File: config.mk
export PLATFORM = sky130hd
export DESIGN_NAME = ssi_div_cell
export DESIGN_NICKNAME = d
export VERILOG_FILES = /design/src/rtl/ssi_pkg.sv /design/src/rtl/ssi_div_cell.sv
export SDC_FILE = /design/constraint.sdc
export NUM_CORES = 1
export LEC_CHECK = 0
export ABC_CLOCK_PERIOD_IN_PS = 30500
export BUFFER_PORTS_ARGS = -buffer_cell sky130_fd_sc_hd__buf_2
export CAP_MARGIN = 20
export CORE_AREA = 4 4 193 195
export CTS_CLUSTER_DIAMETER = 30
export CTS_CLUSTER_SIZE = 28
export DETAILED_ROUTE_END_ITERATION = 8
export DIE_AREA = 0 0 197 199
export GPL_TIMING_DRIVEN = 0
export HOLD_SLACK_MARGIN = 0.03
export PLACE_DENSITY = 0.7
export SETUP_SLACK_MARGIN = 0.2
export SYNTH_ARGS = -nofsm -noshare
export SYNTH_HDL_FRONTEND = slang
export SYNTH_SLANG_ARGS = --single-unit
File: constraint.sdc
create_clock -name clock -period 30.5 [get_ports clock]
set_input_delay 6.1 -clock clock [delete_from_list [all_inputs] [get_ports clock]]
set_output_delay 6.1 -clock clock [all_outputs]
set_load 0.1 [all_outputs]
File: src/rtl/ssi_pkg.sv
`default_nettype none
package ssi_pkg;

   localparam int COORD_W    = 16;
   localparam int DIFF_W     = 17;
   localparam int SIDE_W     = 35;
   localparam int QUO_W      = 19;
   localparam int REM_W      = 53;
   localparam int SNAP_W     = 11;
   localparam int TAN_W      = 16;
   localparam int TAN_FRAC   = 14;
   localparam int CSR_ADDR_W = 4;
   localparam int CSR_DATA_W = 16;
   localparam int DIST_W     = 35;

   localparam logic signed [COORD_W-1:0] COORD_MAX = 16'sh7FFF;
   localparam logic signed [COORD_W-1:0] COORD_MIN = 16'sh8000;

   typedef logic signed [COORD_W-1:0] coord_type;

   typedef enum logic [CSR_ADDR_W-1:0] {
      REG_SNAP_DISTANCE = 4'd0,
      REG_ANGLE_TANGENT = 4'd1
   } csr_reg_type;

   typedef struct packed {
      coord_type x1;
      coord_type y1;
      coord_type x2;
      coord_type y2;
      coord_type bx1;
      coord_type by1;
      coord_type bx2;
      coord_type by2;
   } seg_pair_type;

   // Item state carried along the divider chain.
   typedef struct packed {
      logic                    hit;
      coord_type               x1;
      coord_type               y1;
      coord_type               x2;
      coord_type               y2;
      logic                    neg_x;
      logic                    neg_y;
      logic [SIDE_W-1:0]       den;
      logic [REM_W-1:0]        rem_x;
      logic [REM_W-1:0]        rem_y;
      logic [QUO_W-1:0]        quo_x;
      logic [QUO_W-1:0]        quo_y;
   } div_pay_type;

   typedef struct packed {
      coord_type out_start_x;
      coord_type out_start_y;
      coord_type out_end_x;
      coord_type out_end_y;
      logic      snapped;
      logic      moved_end;
      logic      clipped;
   } result_type;

   function automatic logic signed [DIFF_W-1:0] sub17(input coord_type a, input coord_type b);
      sub17 = $signed({a[COORD_W-1], a}) - $signed({b[COORD_W-1], b});
   endfunction

   function automatic logic [COORD_W-1:0] abs17(input logic signed [DIFF_W-1:0] v);
      logic signed [DIFF_W-1:0] m;
      m = v[DIFF_W-1] ? -v : v;
      abs17 = m[COORD_W-1:0];
   endfunction

endpackage
`default_nettype wire

File: src/rtl/ssi_div_cell.sv
`default_nettype none
// One restoring-division cell: settles quotient bit BIT for both lanes.
module ssi_div_cell #(
   parameter int BIT = 0
) (
   input  wire logic                   clock,
   input  wire logic                   reset,
   input  wire logic                   in_valid,
   output logic                        in_ready,
   input  wire ssi_pkg::div_pay_type   in_pay,
   output logic                        out_valid,
   input  wire logic                   out_ready,
   output ssi_pkg::div_pay_type        out_pay
);

   logic                 v_ff;
   logic                 en;
   logic [ssi_pkg::REM_W-1:0] dsh;
   ssi_pkg::div_pay_type pay_in, pay_ff;

   assign en        = !v_ff || out_ready;
   assign in_ready  = en;
   assign out_valid = v_ff;
   assign out_pay   = pay_ff;

   always_comb begin
      pay_in = in_pay;
      dsh    = ssi_pkg::REM_W'(in_pay.den) << BIT;
      if (in_pay.rem_x >= dsh) begin
         pay_in.rem_x      = in_pay.rem_x - dsh;
         pay_in.quo_x[BIT] = 1'b1;
      end
      if (in_pay.rem_y >= dsh) begin
         pay_in.rem_y      = in_pay.rem_y - dsh;
         pay_in.quo_y[BIT] = 1'b1;
      end
   end

   always_ff @(posedge clock) begin
      if (reset) begin
         v_ff <= 1'b0;
      end else if (en) begin
         v_ff <= in_valid;
      end
   end

   always_ff @(posedge clock) begin
      if (en) pay_ff <= pay_in;
   end

endmodule
`default_nettype wire

==> flow_metrics.tcl <==
set metrics [dict create \
    core-area_um2 35400 \
    crit_path_end_kind "output port" \
    final_layout_size_suffix_gt1_frac 0.353 \
    clockBufferDepth 3 \
    io-pin-count 498 \
    synth_xor_area_frac 0.0624 \
    tightest_slew_ns 0.928 \
    place_hpwl_um 39300 \
    rrSetupSlack_ns 28.64 \
    first_iter_violations 698 \
    fmax_mhz 72.5 \
    post-place-ws_ns 16.70 \
    cts_setup_buffers 0 \
    cts_root_buf "clkbuf_16" \
    synth_edf_count 246 \
    critPathMostFrequentCell "buf_2" \
    tns_ns 0 \
    synthFlopType "edfxtp_1" \
    place_inst 2142 \
    clock_latency_ns 0.56 \
    hold_class "flop to flop" \
    crit_path_top_delay_cell "nand2b_4" \
    synthesis.area_um2 13200 \
    yosys_warnings 0 \
    cts_sinks 247 \
    yosysTopAreaCell "edfxtp_1" \
    cts_resized 0 \
    ctsHoldBuffers 0 \
    min_period_ns 13.79 \
    viasPerCell 5.22 \
    clock_skew_ns 0.00754 \
    async_flop_share 0 \
    clkTransAtPathRegs_ns 0.05 \
    synth.distinct_cells 59 \
    dieArea_um2 39200 \
    muxShareOfSynthArea 0.00512 \
    grt_pass1_vias 11655 \
    dieWidth_um 197 \
    place_area_um2 16400 \
    path_buf_inv 3 \
    final_cell_mix "buf_2 (507), edfxtp_1 (246), nand2_1 (115)" \
    synth.avg_cell_area_um2 11.2 \
    cts_tree "done" \
    grt_first_pass_wirelength_um 70100 \
    synth_fa_ha_area_frac 0.0695 \
    vdd_drop_max_mv 0.0571 \
    cellPowerDensity_nw_per_um2 82.6 \
    synth_top_cell_area_share 0.560 \
    area_growth_syn_to_layout_pct 39.2 \
    antenna_found_initial 10 \
    fin_ws_ns 16.71 \
    cp_cell_sequence "buf_2 > nand2b_4 > buf_16 > buf_2" \
    gp_congestion 0.938 \
    rows 69 \
    crit_fanout 58 \
    ant_nets 0 \
    nets 2061 \
    critPathArrivalTime_ns 7.69 \
    critPathKind "input pin to output port" \
    design_area_um2 18400 \
    cts_buffers 56 \
    grt_use_total 0.237 \
    cp_top_family "buffers and inverters" \
    drc 0 \
    hold_viol 0 \
    grt-ovfl-total 0 \
    routed_wl_um 49000 \
    grt_max_degree 67 \
    rsz0062_at_grt "no" \
    ys_top_cells_by_area "edfxtp_1 (56%), ha_1 (6.6%), a21oi_1 (4.2%)" \
    synth_compound_area_frac 0.142 \
    outcome "finished, final reports clean" \
    h-tree-depth 2 \
    ys_seq_area_frac 0.562 \
    routedWlPerCell_um 21.8 \
    finalSetupViolCount 0 \
    post-route-period-util 0.452 \
    vias 11721 \
    synth_top_family_by_area "compound AO/OA/AOI/OAI gates" \
    max_stage_delay_ns 0.61 \
    dr.pass1.iters 5 \
    port_buffers 497 \
    start_util 0.372 \
    fin_cells 2247 \
    startpoint_type "input pin" \
    critPathRequiredTime_ns 24.40 \
    layout_commonest_cell "buf_2" \
    slew_headroom 0.377 \
    syn-instance-count 1180 \
    max_cap_viol_count 0 \
    synth-simple-area-share 0.130 \
    die_h_um 199 \
    p_leak_nw 8.00 \
    synth-seq-cells 247 \
    synthesis.nets 1502 \
    finalMaxSlewViolations 0 \
]
-- layout make-up --
cell class | count | area (um2)
flip-flops and latches | 247 | 7410
fillers | 3128 | 17000
clock buffers | 58 | 1430
diodes | 1 | 2.50
plain buffers | 38 | 155
multi-input cells | 835 | 5410
repair buffers | 501 | 2590
inverters | 60 | 225
well taps | 461 | 577
clock inverters | 46 | 558
-- Yosys cell counts, drive strengths merged, types with 4 or more instances --
| cell | count |
|---|---|
| edfxtp | 246 |
| nand2 | 115 |
| a21oi | 110 |
| nor2 | 83 |
| o21ai | 81 |
| ha | 70 |
| inv | 60 |
| xnor2 | 48 |
| xor2 | 46 |
| nor3 | 30 |
| clkbuf | 26 |
| nand3 | 22 |
| nand4 | 22 |
| a21o | 17 |
| and2 | 14 |
| nand2b | 13 |
| nor4 | 13 |
| o21bai | 13 |
| buf | 12 |
| o21a | 10 |
| or3 | 9 |
| a211oi | 8 |
| nor2b | 8 |
| a211o | 7 |
| and3 | 7 |
| a2111oi | 6 |
| a21boi | 6 |
| a31o | 6 |
| a31oi | 6 |
| mux2 | 6 |
| o31ai | 6 |
| o211ai | 5 |
| or4 | 5 |
| nand4b | 4 |
| o2111ai | 4 |
-- through the flow --
| step | power [W] | hold slack [ns] | util |
|---|---|---|---|
| after CTS | 0.00153 | 1.13 | 0.518 |
| after floorplan | 0.000805 | 6.17 | - |
| after global routing | 0.00157 | 1.22 | 0.518 |
| after detailed placement | 0.000893 | 1.12 | 0.462 |
| final | 0.00152 | 1.10 | 0.518 |
| after global placement | 0.000896 | 6.26 | 0.459 |
-- layer usage --
metal | part of all wire | global-route usage | vias up
met5 | 0.0021 | 0 | -
met4 | 0.046 | 0.108 | 14
met3 | 0.077 | 0.0662 | 120
met2 | 0.52 | 0.430 | 544
met1 | 0.36 | 0.256 | 5497
li1 | - | - | 5546
-- path summary, 6_finish.rpt --
check	start	to	depth (start not counted)
setup / recovery	out_ready	in_ready	4
setup reg to reg	out_valid$_SDFFE_PP0P_	out_pay[102]$_DFFE_PP_	3
hold reg to reg	out_valid$_SDFFE_PP0P_	out_valid$_SDFFE_PP0P_	2
hold / removal	out_valid$_SDFFE_PP0P_	out_valid$_SDFFE_PP0P_	2
-- flip-flops by register name (all words and copies together), names as in the netlist --
name and count:
out_pay 246, out_valid 1
-- power by group --
group	internal [W]	total [W]	leakage (nW)	switching, W
combinational	0.0000815	0.000459	4.47	0.000377
sequential	0.000420	0.000430	2.55	0.00000978
clock	0.000428	0.000627	0.973	0.000199
total	0.000930	0.00152	8.00	0.000586
-- worst min-delay path, delay by kind of cell, from the launching register on --
kind	cells	cell delay, ns
flip-flops	1	0.33
AO/OA/AOI/OAI	1	0.14
AND/OR/NAND/NOR	1	0.58
-- cell families (layout without fill, tap and decap cells) --
kind of cell	after synthesis	after routing
AOI/OAI and AO/OA	305	305
xor gates and xnor gates	94	94
adders and majority gates	72	72
buffers and inverters	98	703
DFF	247	247
muxes	6	6
other	0	1
and+or+nand+nor	358	358
Note: power is estimated with default switching activity, not from simulation.
