===== src/rtl/ssi_pkg.sv =====
`default_nettype none
package ssi_pkg;

   localparam int COORD_W    = 16;
   localparam int DIFF_W     = 17;
   localparam int SIDE_W     = 35;
   localparam int QUO_W      = 19;
   localparam int REM_W      = 53;
   localparam int SNAP_W     = 11;
   localparam int TAN_W      = 16;
   localparam int TAN_FRAC   = 14;
   localparam int CSR_ADDR_W = 4;
   localparam int CSR_DATA_W = 16;
   localparam int DIST_W     = 35;

   localparam logic signed [COORD_W-1:0] COORD_MAX = 16'sh7FFF;
   localparam logic signed [COORD_W-1:0] COORD_MIN = 16'sh8000;

   typedef logic signed [COORD_W-1:0] coord_type;

   typedef enum logic [CSR_ADDR_W-1:0] {
      REG_SNAP_DISTANCE = 4'd0,
      REG_ANGLE_TANGENT = 4'd1
   } csr_reg_type;

   typedef struct packed {
      coord_type x1;
      coord_type y1;
      coord_type x2;
      coord_type y2;
      coord_type bx1;
      coord_type by1;
      coord_type bx2;
      coord_type by2;
   } seg_pair_type;

   // Item state carried along the divider chain.
   typedef struct packed {
      logic                    hit;
      coord_type               x1;
      coord_type               y1;
      coord_type               x2;
      coord_type               y2;
      logic                    neg_x;
      logic                    neg_y;
      logic [SIDE_W-1:0]       den;
      logic [REM_W-1:0]        rem_x;
      logic [REM_W-1:0]        rem_y;
      logic [QUO_W-1:0]        quo_x;
      logic [QUO_W-1:0]        quo_y;
   } div_pay_type;

   typedef struct packed {
      coord_type out_start_x;
      coord_type out_start_y;
      coord_type out_end_x;
      coord_type out_end_y;
      logic      snapped;
      logic      moved_end;
      logic      clipped;
   } result_type;

   function automatic logic signed [DIFF_W-1:0] sub17(input coord_type a, input coord_type b);
      sub17 = $signed({a[COORD_W-1], a}) - $signed({b[COORD_W-1], b});
   endfunction

   function automatic logic [COORD_W-1:0] abs17(input logic signed [DIFF_W-1:0] v);
      logic signed [DIFF_W-1:0] m;
      m = v[DIFF_W-1] ? -v : v;
      abs17 = m[COORD_W-1:0];
   endfunction

endpackage
`default_nettype wire


===== src/rtl/ssi_back.sv =====
`default_nettype none
// Intersection saturation, snap distance and angle tests (four stages).
module ssi_back #(
   parameter int COORD_FRAC_BITS = 4
) (
   input  wire logic                           clock,
   input  wire logic                           reset,
   input  wire logic [ssi_pkg::SNAP_W-1:0]     snap_distance,
   input  wire logic [ssi_pkg::TAN_W-1:0]      angle_tangent,
   input  wire logic                           in_valid,
   output logic                                in_ready,
   input  wire ssi_pkg::div_pay_type           in_pay,
   output logic                                out_valid,
   input  wire logic                           out_ready,
   output ssi_pkg::result_type                 out_res
);

   localparam int R_W   = ssi_pkg::SNAP_W + COORD_FRAC_BITS;
   localparam int RR_W  = 2 * R_W;
   localparam int CMP_W = (RR_W > ssi_pkg::DIST_W) ? RR_W : ssi_pkg::DIST_W;
   localparam int SUM_W = 21;

   logic v1_ff, v2_ff, v3_ff, v4_ff;
   logic en1, en2, en3, en4;

   assign en4 = !v4_ff || out_ready;
   assign en3 = !v3_ff || en4;
   assign en2 = !v2_ff || en3;
   assign en1 = !v1_ff || en2;
   assign in_ready  = en1;
   assign out_valid = v4_ff;

   always_ff @(posedge clock) begin
      if (reset) begin
         v1_ff <= 1'b0;
         v2_ff <= 1'b0;
         v3_ff <= 1'b0;
         v4_ff <= 1'b0;
      end else begin
         if (en1) v1_ff <= in_valid;
         if (en2) v2_ff <= v1_ff;
         if (en3) v3_ff <= v2_ff;
         if (en4) v4_ff <= v3_ff;
      end
   end

   function automatic logic [ssi_pkg::COORD_W:0] lane_sat(
      input ssi_pkg::coord_type          base,
      input logic [ssi_pkg::QUO_W-1:0]   quo,
      input logic                        neg
   );
      logic signed [SUM_W-1:0] qv;
      logic signed [SUM_W-1:0] sum;
      qv  = $signed({{(SUM_W-ssi_pkg::QUO_W+1){1'b0}}, quo[ssi_pkg::QUO_W-2:0]});
      if (neg) qv = -qv;
      sum = $signed({{(SUM_W-ssi_pkg::COORD_W){base[ssi_pkg::COORD_W-1]}}, base}) + qv;
      if (quo[ssi_pkg::QUO_W-1]) begin
         lane_sat = {1'b1, neg ? ssi_pkg::COORD_MIN : ssi_pkg::COORD_MAX};
      end else if (sum > $signed(SUM_W'(ssi_pkg::COORD_MAX))) begin
         lane_sat = {1'b1, ssi_pkg::COORD_MAX};
      end else if (sum < -$signed(SUM_W'(32768))) begin
         lane_sat = {1'b1, ssi_pkg::COORD_MIN};
      end else begin
         lane_sat = {1'b0, sum[ssi_pkg::COORD_W-1:0]};
      end
   endfunction

   // Stage 1: signed quotient, add to the A start, saturate.
   logic [ssi_pkg::COORD_W:0] satx, saty;
   ssi_pkg::coord_type px1_ff, py1_ff, x1a_ff, y1a_ff, x2a_ff, y2a_ff;
   logic clip1_ff, hit1_ff;

   always_comb begin
      satx = lane_sat(in_pay.x1, in_pay.quo_x, in_pay.neg_x);
      saty = lane_sat(in_pay.y1, in_pay.quo_y, in_pay.neg_y);
   end

   always_ff @(posedge clock) begin
      if (en1) begin
         px1_ff   <= satx[ssi_pkg::COORD_W-1:0];
         py1_ff   <= saty[ssi_pkg::COORD_W-1:0];
         clip1_ff <= in_pay.hit && (satx[ssi_pkg::COORD_W] || saty[ssi_pkg::COORD_W]);
         hit1_ff  <= in_pay.hit;
         x1a_ff   <= in_pay.x1;
         y1a_ff   <= in_pay.y1;
         x2a_ff   <= in_pay.x2;
         y2a_ff   <= in_pay.y2;
      end
   end

   // Stage 2: squared distances to both endpoints.
   logic [ssi_pkg::COORD_W-1:0] a0x, a0y, a1x, a1y;
   logic [ssi_pkg::DIST_W-1:0] d0_in, d1_in, d0_ff, d1_ff;
   logic [ssi_pkg::COORD_W-1:0] a0x_ff, a0y_ff, a1x_ff, a1y_ff;
   ssi_pkg::coord_type px2_ff, py2_ff, x1b_ff, y1b_ff, x2b_ff, y2b_ff;
   logic clip2_ff, hit2_ff;

   always_comb begin
      a0x   = ssi_pkg::abs17(ssi_pkg::sub17(x1a_ff, px1_ff));
      a0y   = ssi_pkg::abs17(ssi_pkg::sub17(y1a_ff, py1_ff));
      a1x   = ssi_pkg::abs17(ssi_pkg::sub17(x2a_ff, px1_ff));
      a1y   = ssi_pkg::abs17(ssi_pkg::sub17(y2a_ff, py1_ff));
      d0_in = ssi_pkg::DIST_W'(a0x * a0x) + ssi_pkg::DIST_W'(a0y * a0y);
      d1_in = ssi_pkg::DIST_W'(a1x * a1x) + ssi_pkg::DIST_W'(a1y * a1y);
   end

   always_ff @(posedge clock) begin
      if (en2) begin
         d0_ff    <= d0_in;
         d1_ff    <= d1_in;
         a0x_ff   <= a0x;
         a0y_ff   <= a0y;
         a1x_ff   <= a1x;
         a1y_ff   <= a1y;
         px2_ff   <= px1_ff;
         py2_ff   <= py1_ff;
         x1b_ff   <= x1a_ff;
         y1b_ff   <= y1a_ff;
         x2b_ff   <= x2a_ff;
         y2b_ff   <= y2a_ff;
         clip2_ff <= clip1_ff;
         hit2_ff  <= hit1_ff;
      end
   end

   // Stage 3: snap radius test and choice of the kept part.
   logic [R_W-1:0]   rad;
   logic [RR_W-1:0]  rr;
   logic             start_sel, near;
   logic [ssi_pkg::DIST_W-1:0] dmin;
   logic [ssi_pkg::COORD_W-1:0] kx_ff, ky_ff;
   logic start_ff, near_ff, clip3_ff, hit3_ff;
   ssi_pkg::coord_type px3_ff, py3_ff, x1c_ff, y1c_ff, x2c_ff, y2c_ff;

   always_comb begin
      rad       = R_W'(snap_distance) << COORD_FRAC_BITS;
      rr        = RR_W'(rad) * RR_W'(rad);
      start_sel = d0_ff < d1_ff;
      dmin      = start_sel ? d0_ff : d1_ff;
      near      = CMP_W'(dmin) < CMP_W'(rr);
   end

   always_ff @(posedge clock) begin
      if (en3) begin
         kx_ff    <= start_sel ? a1x_ff : a0x_ff;
         ky_ff    <= start_sel ? a1y_ff : a0y_ff;
         start_ff <= start_sel;
         near_ff  <= near;
         clip3_ff <= clip2_ff;
         hit3_ff  <= hit2_ff;
         px3_ff   <= px2_ff;
         py3_ff   <= py2_ff;
         x1c_ff   <= x1b_ff;
         y1c_ff   <= y1b_ff;
         x2c_ff   <= x2b_ff;
         y2c_ff   <= y2b_ff;
      end
   end

   // Stage 4: tangent cross-products, decision and result register.
   localparam int PR_W = ssi_pkg::COORD_W + ssi_pkg::TAN_W;
   logic [PR_W-1:0] tx, ty, sx, sy;
   logic            aligned, do_snap;
   ssi_pkg::result_type res_in, res_ff;

   always_comb begin
      tx = PR_W'(angle_tangent) * PR_W'(kx_ff);
      ty = PR_W'(angle_tangent) * PR_W'(ky_ff);
      sx = PR_W'(kx_ff) << ssi_pkg::TAN_FRAC;
      sy = PR_W'(ky_ff) << ssi_pkg::TAN_FRAC;
      if (kx_ff == '0 && ky_ff == '0) begin
         aligned = angle_tangent != '0;
      end else begin
         aligned = (sy < tx) || (sx < ty);
      end
      do_snap = hit3_ff && near_ff && aligned;
      res_in.out_start_x = (do_snap && start_ff) ? px3_ff : x1c_ff;
      res_in.out_start_y = (do_snap && start_ff) ? py3_ff : y1c_ff;
      res_in.out_end_x   = (do_snap && !start_ff) ? px3_ff : x2c_ff;
      res_in.out_end_y   = (do_snap && !start_ff) ? py3_ff : y2c_ff;
      res_in.snapped     = do_snap;
      res_in.moved_end   = do_snap && !start_ff;
      res_in.clipped     = clip3_ff;
   end

   always_ff @(posedge clock) begin
      if (en4) res_ff <= res_in;
   end

   assign out_res = res_ff;

endmodule
`default_nettype wire


===== config.mk =====
export PLATFORM = sky130hd
export DESIGN_NAME = ssi_back
export DESIGN_NICKNAME = d
export VERILOG_FILES = /design/src/rtl/ssi_pkg.sv /design/src/rtl/ssi_back.sv
export SDC_FILE = /design/constraint.sdc
export NUM_CORES = 2
export LEC_CHECK = 0
export ABC_CLOCK_PERIOD_IN_PS = 12000
export BUFFER_PORTS_ARGS = -buffer_cell sky130_fd_sc_hd__buf_4
export CORE_MARGIN = 4
export CORE_UTILIZATION = 30
export DETAILED_ROUTE_END_ITERATION = 10
export SYNTH_ARGS = -nofsm -noshare
export SYNTH_HDL_FRONTEND = slang
export SYNTH_SLANG_ARGS = --single-unit

===== constraint.sdc =====
create_clock -name clock -period 12 [get_ports clock]
set_clock_uncertainty 0.2 [all_clocks]
set_input_delay 0.6 -clock clock [delete_from_list [all_inputs] [get_ports clock]]
set_output_delay 0.6 -clock clock [all_outputs]
set_load 0.01 [all_outputs]

==> flow_summary.json <==
{
  "cp-end-kind": "flip-flop",
  "grtUsageTotal_pct": 15.27,
  "reg2reg_depth": 37,
  "drc": 0,
  "wire_per_inst_um": 17.44,
  "die_w_um": 510.5,
  "setup_viol": 0,
  "syn_nets": 9887,
  "synthTopCellsByArea": "fa_1, edfxtp_1, ha_1, inv_1, nand2_1",
  "cap_violations": 0,
  "synth_top_area_share_pct": 32.38,
  "clkTransAtPathRegs_ns": 0.06,
  "dp_hpwl_um": 160000,
  "largest_reg_flops": 67,
  "fin_setup_tns_ns": 0,
  "max_freq_mhz": 88.47,
  "portBuffers": 204,
  "die_y_um": 510.5,
  "crit_top_cell": "fa_1",
  "post-route-min-period_ns": 11.30,
  "cts_tree": "yes",
  "layout_setup_ws_ns": 0.6971,
  "yosysMostFrequentCell": "inv_1",
  "cp_slowest_cell": "edfxtp_1",
  "cts_made_buffers": 58,
  "synth_commonest_cells": "inv_1, fa_1, ha_1",
  "drt_iter0_drc": 3426,
  "die_area_sq_mm": 0.2606,
  "initial_core_util_pct": 30.13,
  "rrSetupSlack_ns": 0.70,
  "ys_ff_latch": 529,
  "firstDrtPassIters": 6,
  "seq_area_sq_mm": 0.01585,
  "cts.htree.levels": 2,
  "yosys.cell_types.count": 89,
  "critPathKind": "reg2reg",
  "finalNetCount": 10140,
  "startpoint": "ky_ff[1]",
  "status": "complete, no violations",
  "slowest_delay_ns": 1.00,
  "root_buffer": "clkbuf_16",
  "grt_pass1_wl_um": 317000,
  "viasPerCell": 4.750,
  "clk_latency_ns": 0.67,
  "ys.warnings.count": 0,
  "fillerInstances": 25400,
  "syn_area_sq_mm": 0.07575,
  "overflow": 0,
  "final_hold_viol_count": 0,
  "grt_pass1_vias": 58110,
  "worst_slew_pin_slew_ns": 1.105,
  "synth_edf_count": 525,
  "required_ns": 12.21,
  "rsz0062_at_grt": "false",
  "post-place-ws_ns": 0.6296,
  "coreArea_sq_mm": 0.2514,
  "syn_to_final_growth_pct": 11.40,
  "drv_slew": 0,
  "postCtsSetupBuffers": 0,
  "reg2reg_from": "ky_ff[1]",
  "critPathMaxFanout": 33,
  "synth_ff_type": "edfxtp_1",
  "crit_path_end": "out_res[26]",
  "drive_above_1_share_pct": 7.710,
  "routed_wl_um": 195300,
  "async_flop_share_pct": 0,
  "fp-row-count": 184,
  "ys_seq_area_share_pct": 20.92,
  "grt_antenna_before_repair": 5,
  "dpl_cell_area_sq_mm": 0.08167,
  "period_share_pct": 94.19,
  "synthCells": 7550,
  "synth_top_cell_by_area": "fa_1",
  "fin_area_sq_mm": 0.08439,
  "critPathArrivalTime_ns": 11.51,
  "num_io_pins": 346,
  "worst_setup_path_start_kind": "flip-flop",
  "drtAntennaViolNets": 0,
  "synth.avg_cell_area_sq_um": 10.03,
  "grt_max_degree": 106,
  "vias": 53190,
  "place_congestion": 0.9031,
  "multi_input_area_sq_mm": 0.05270,
  "cts_sinks": 529,
  "clk_path_buf_depth": 3,
  "post-route-util_pct": 33.57,
  "reg2reg_to": "out_res[26]",
  "min_path_type": "in2reg",
  "relSlewSlack_pct": 26.17,
  "worstHoldStart": "in_pay[37]"
}
==> worst max-delay path: cells and delay by family (launching register included) <==
kind | cells | cell delay [ns]
AO/OA/AOI/OAI | 12 | 2.60
XOR/XNOR | 1 | 0.17
adder cells (fa/ha/maj) | 8 | 3.58
buffers and inverters | 7 | 0.66
flip-flops | 1 | 1.00
multiplexers | 1 | 0.39
AND/OR/NAND/NOR | 8 | 2.27
==> per-stage QoR <==
step,cells,hold WS (ns)
floorplan,7550,0.2003
global placement,11020,0.2004
detailed placement,11020,0.2045
CTS,11200,0.02948
global route,11200,0.06629
finish,11200,0.09308
==> placed cells by master, fill, tap and decap left out, types with 26 or more instances in the layout <==
| cell type | n |
|---|---|
| mux2_4 | 29 |
| ha_1 | 835 |
| clkbuf_16 | 58 |
| fa_1 | 1225 |
| nand2b_1 | 62 |
| dlygate4sd3_1 | 67 |
| and2_1 | 224 |
| nor2_1 | 474 |
| o21ai_0 | 165 |
| mux2_2 | 75 |
| o21a_1 | 46 |
| nor2b_1 | 36 |
| xor2_1 | 116 |
| nor3_1 | 77 |
| a21oi_1 | 198 |
| edfxtp_1 | 525 |
| a31oi_1 | 37 |
| nand4_1 | 26 |
| nand2_1 | 711 |
| nand3_1 | 43 |
| a21o_1 | 134 |
| inv_1 | 1705 |
| clkinv_1 | 27 |
| o31ai_1 | 28 |
| xnor2_1 | 188 |
| or2_2 | 28 |
| buf_4 | 325 |
==> repair_timing <==
item,CTS,global route
endpoints found under the setup margin,0,4
gates resized for setup,0,7
hold buffers,67,0
hold endpoints to repair,69,0
==> layer usage <==
| layer | vias up | wire length, um | track usage (%) |
|---|---|---|---|
| li1 | 24330 | - | - |
| met1 | 26960 | 83010 | 20.38 |
| met2 | 1606 | 92970 | 25.94 |
| met3 | 295 | 13490 | 2.350 |
| met4 | 6 | 5748 | 3.814 |
| met5 | - | 36 | 0 |
==> kinds of logic after synthesis <==
group / after synthesis / share of synthesized area (%)
flops: 529 / 20.92
xor+xnor: 311 / 3.616
compound gates: 802 / 6.934
simple gates: 1798 / 10.88
mux: 116 / 1.848
buf+inv: 1934 / 9.640
fa+ha+maj: 2060 / 46.17
==> cell type report <==
cell class / instances / area share (%)
multi-input combinational: 5087 / 62.45
tap: 3348 / 4.964
timing repair buffer: 394 / 3.733
inverter: 1728 / 7.695
antenna: 2 / 0.005931
clock inverter: 49 / 0.6494
sequential: 529 / 18.78
clock buffer: 60 / 1.729
==> worst min path at each step <==
stage / endpoint / slack [ns] / depth (start not counted)
floorplan: clip2_ff / 0.20 / 0
global placement: y2c_ff[15] / 0.20 / 0
detailed placement: px3_ff[0] / 0.20 / 0
CTS: px1_ff[15] / 0.03 / 2
global route: px1_ff[15] / 0.07 / 2
finish: px1_ff[15] / 0.09 / 2
Power is not shown: default switching activity piles up to over one toggle a cycle in this logic, so the estimate is an artifact.
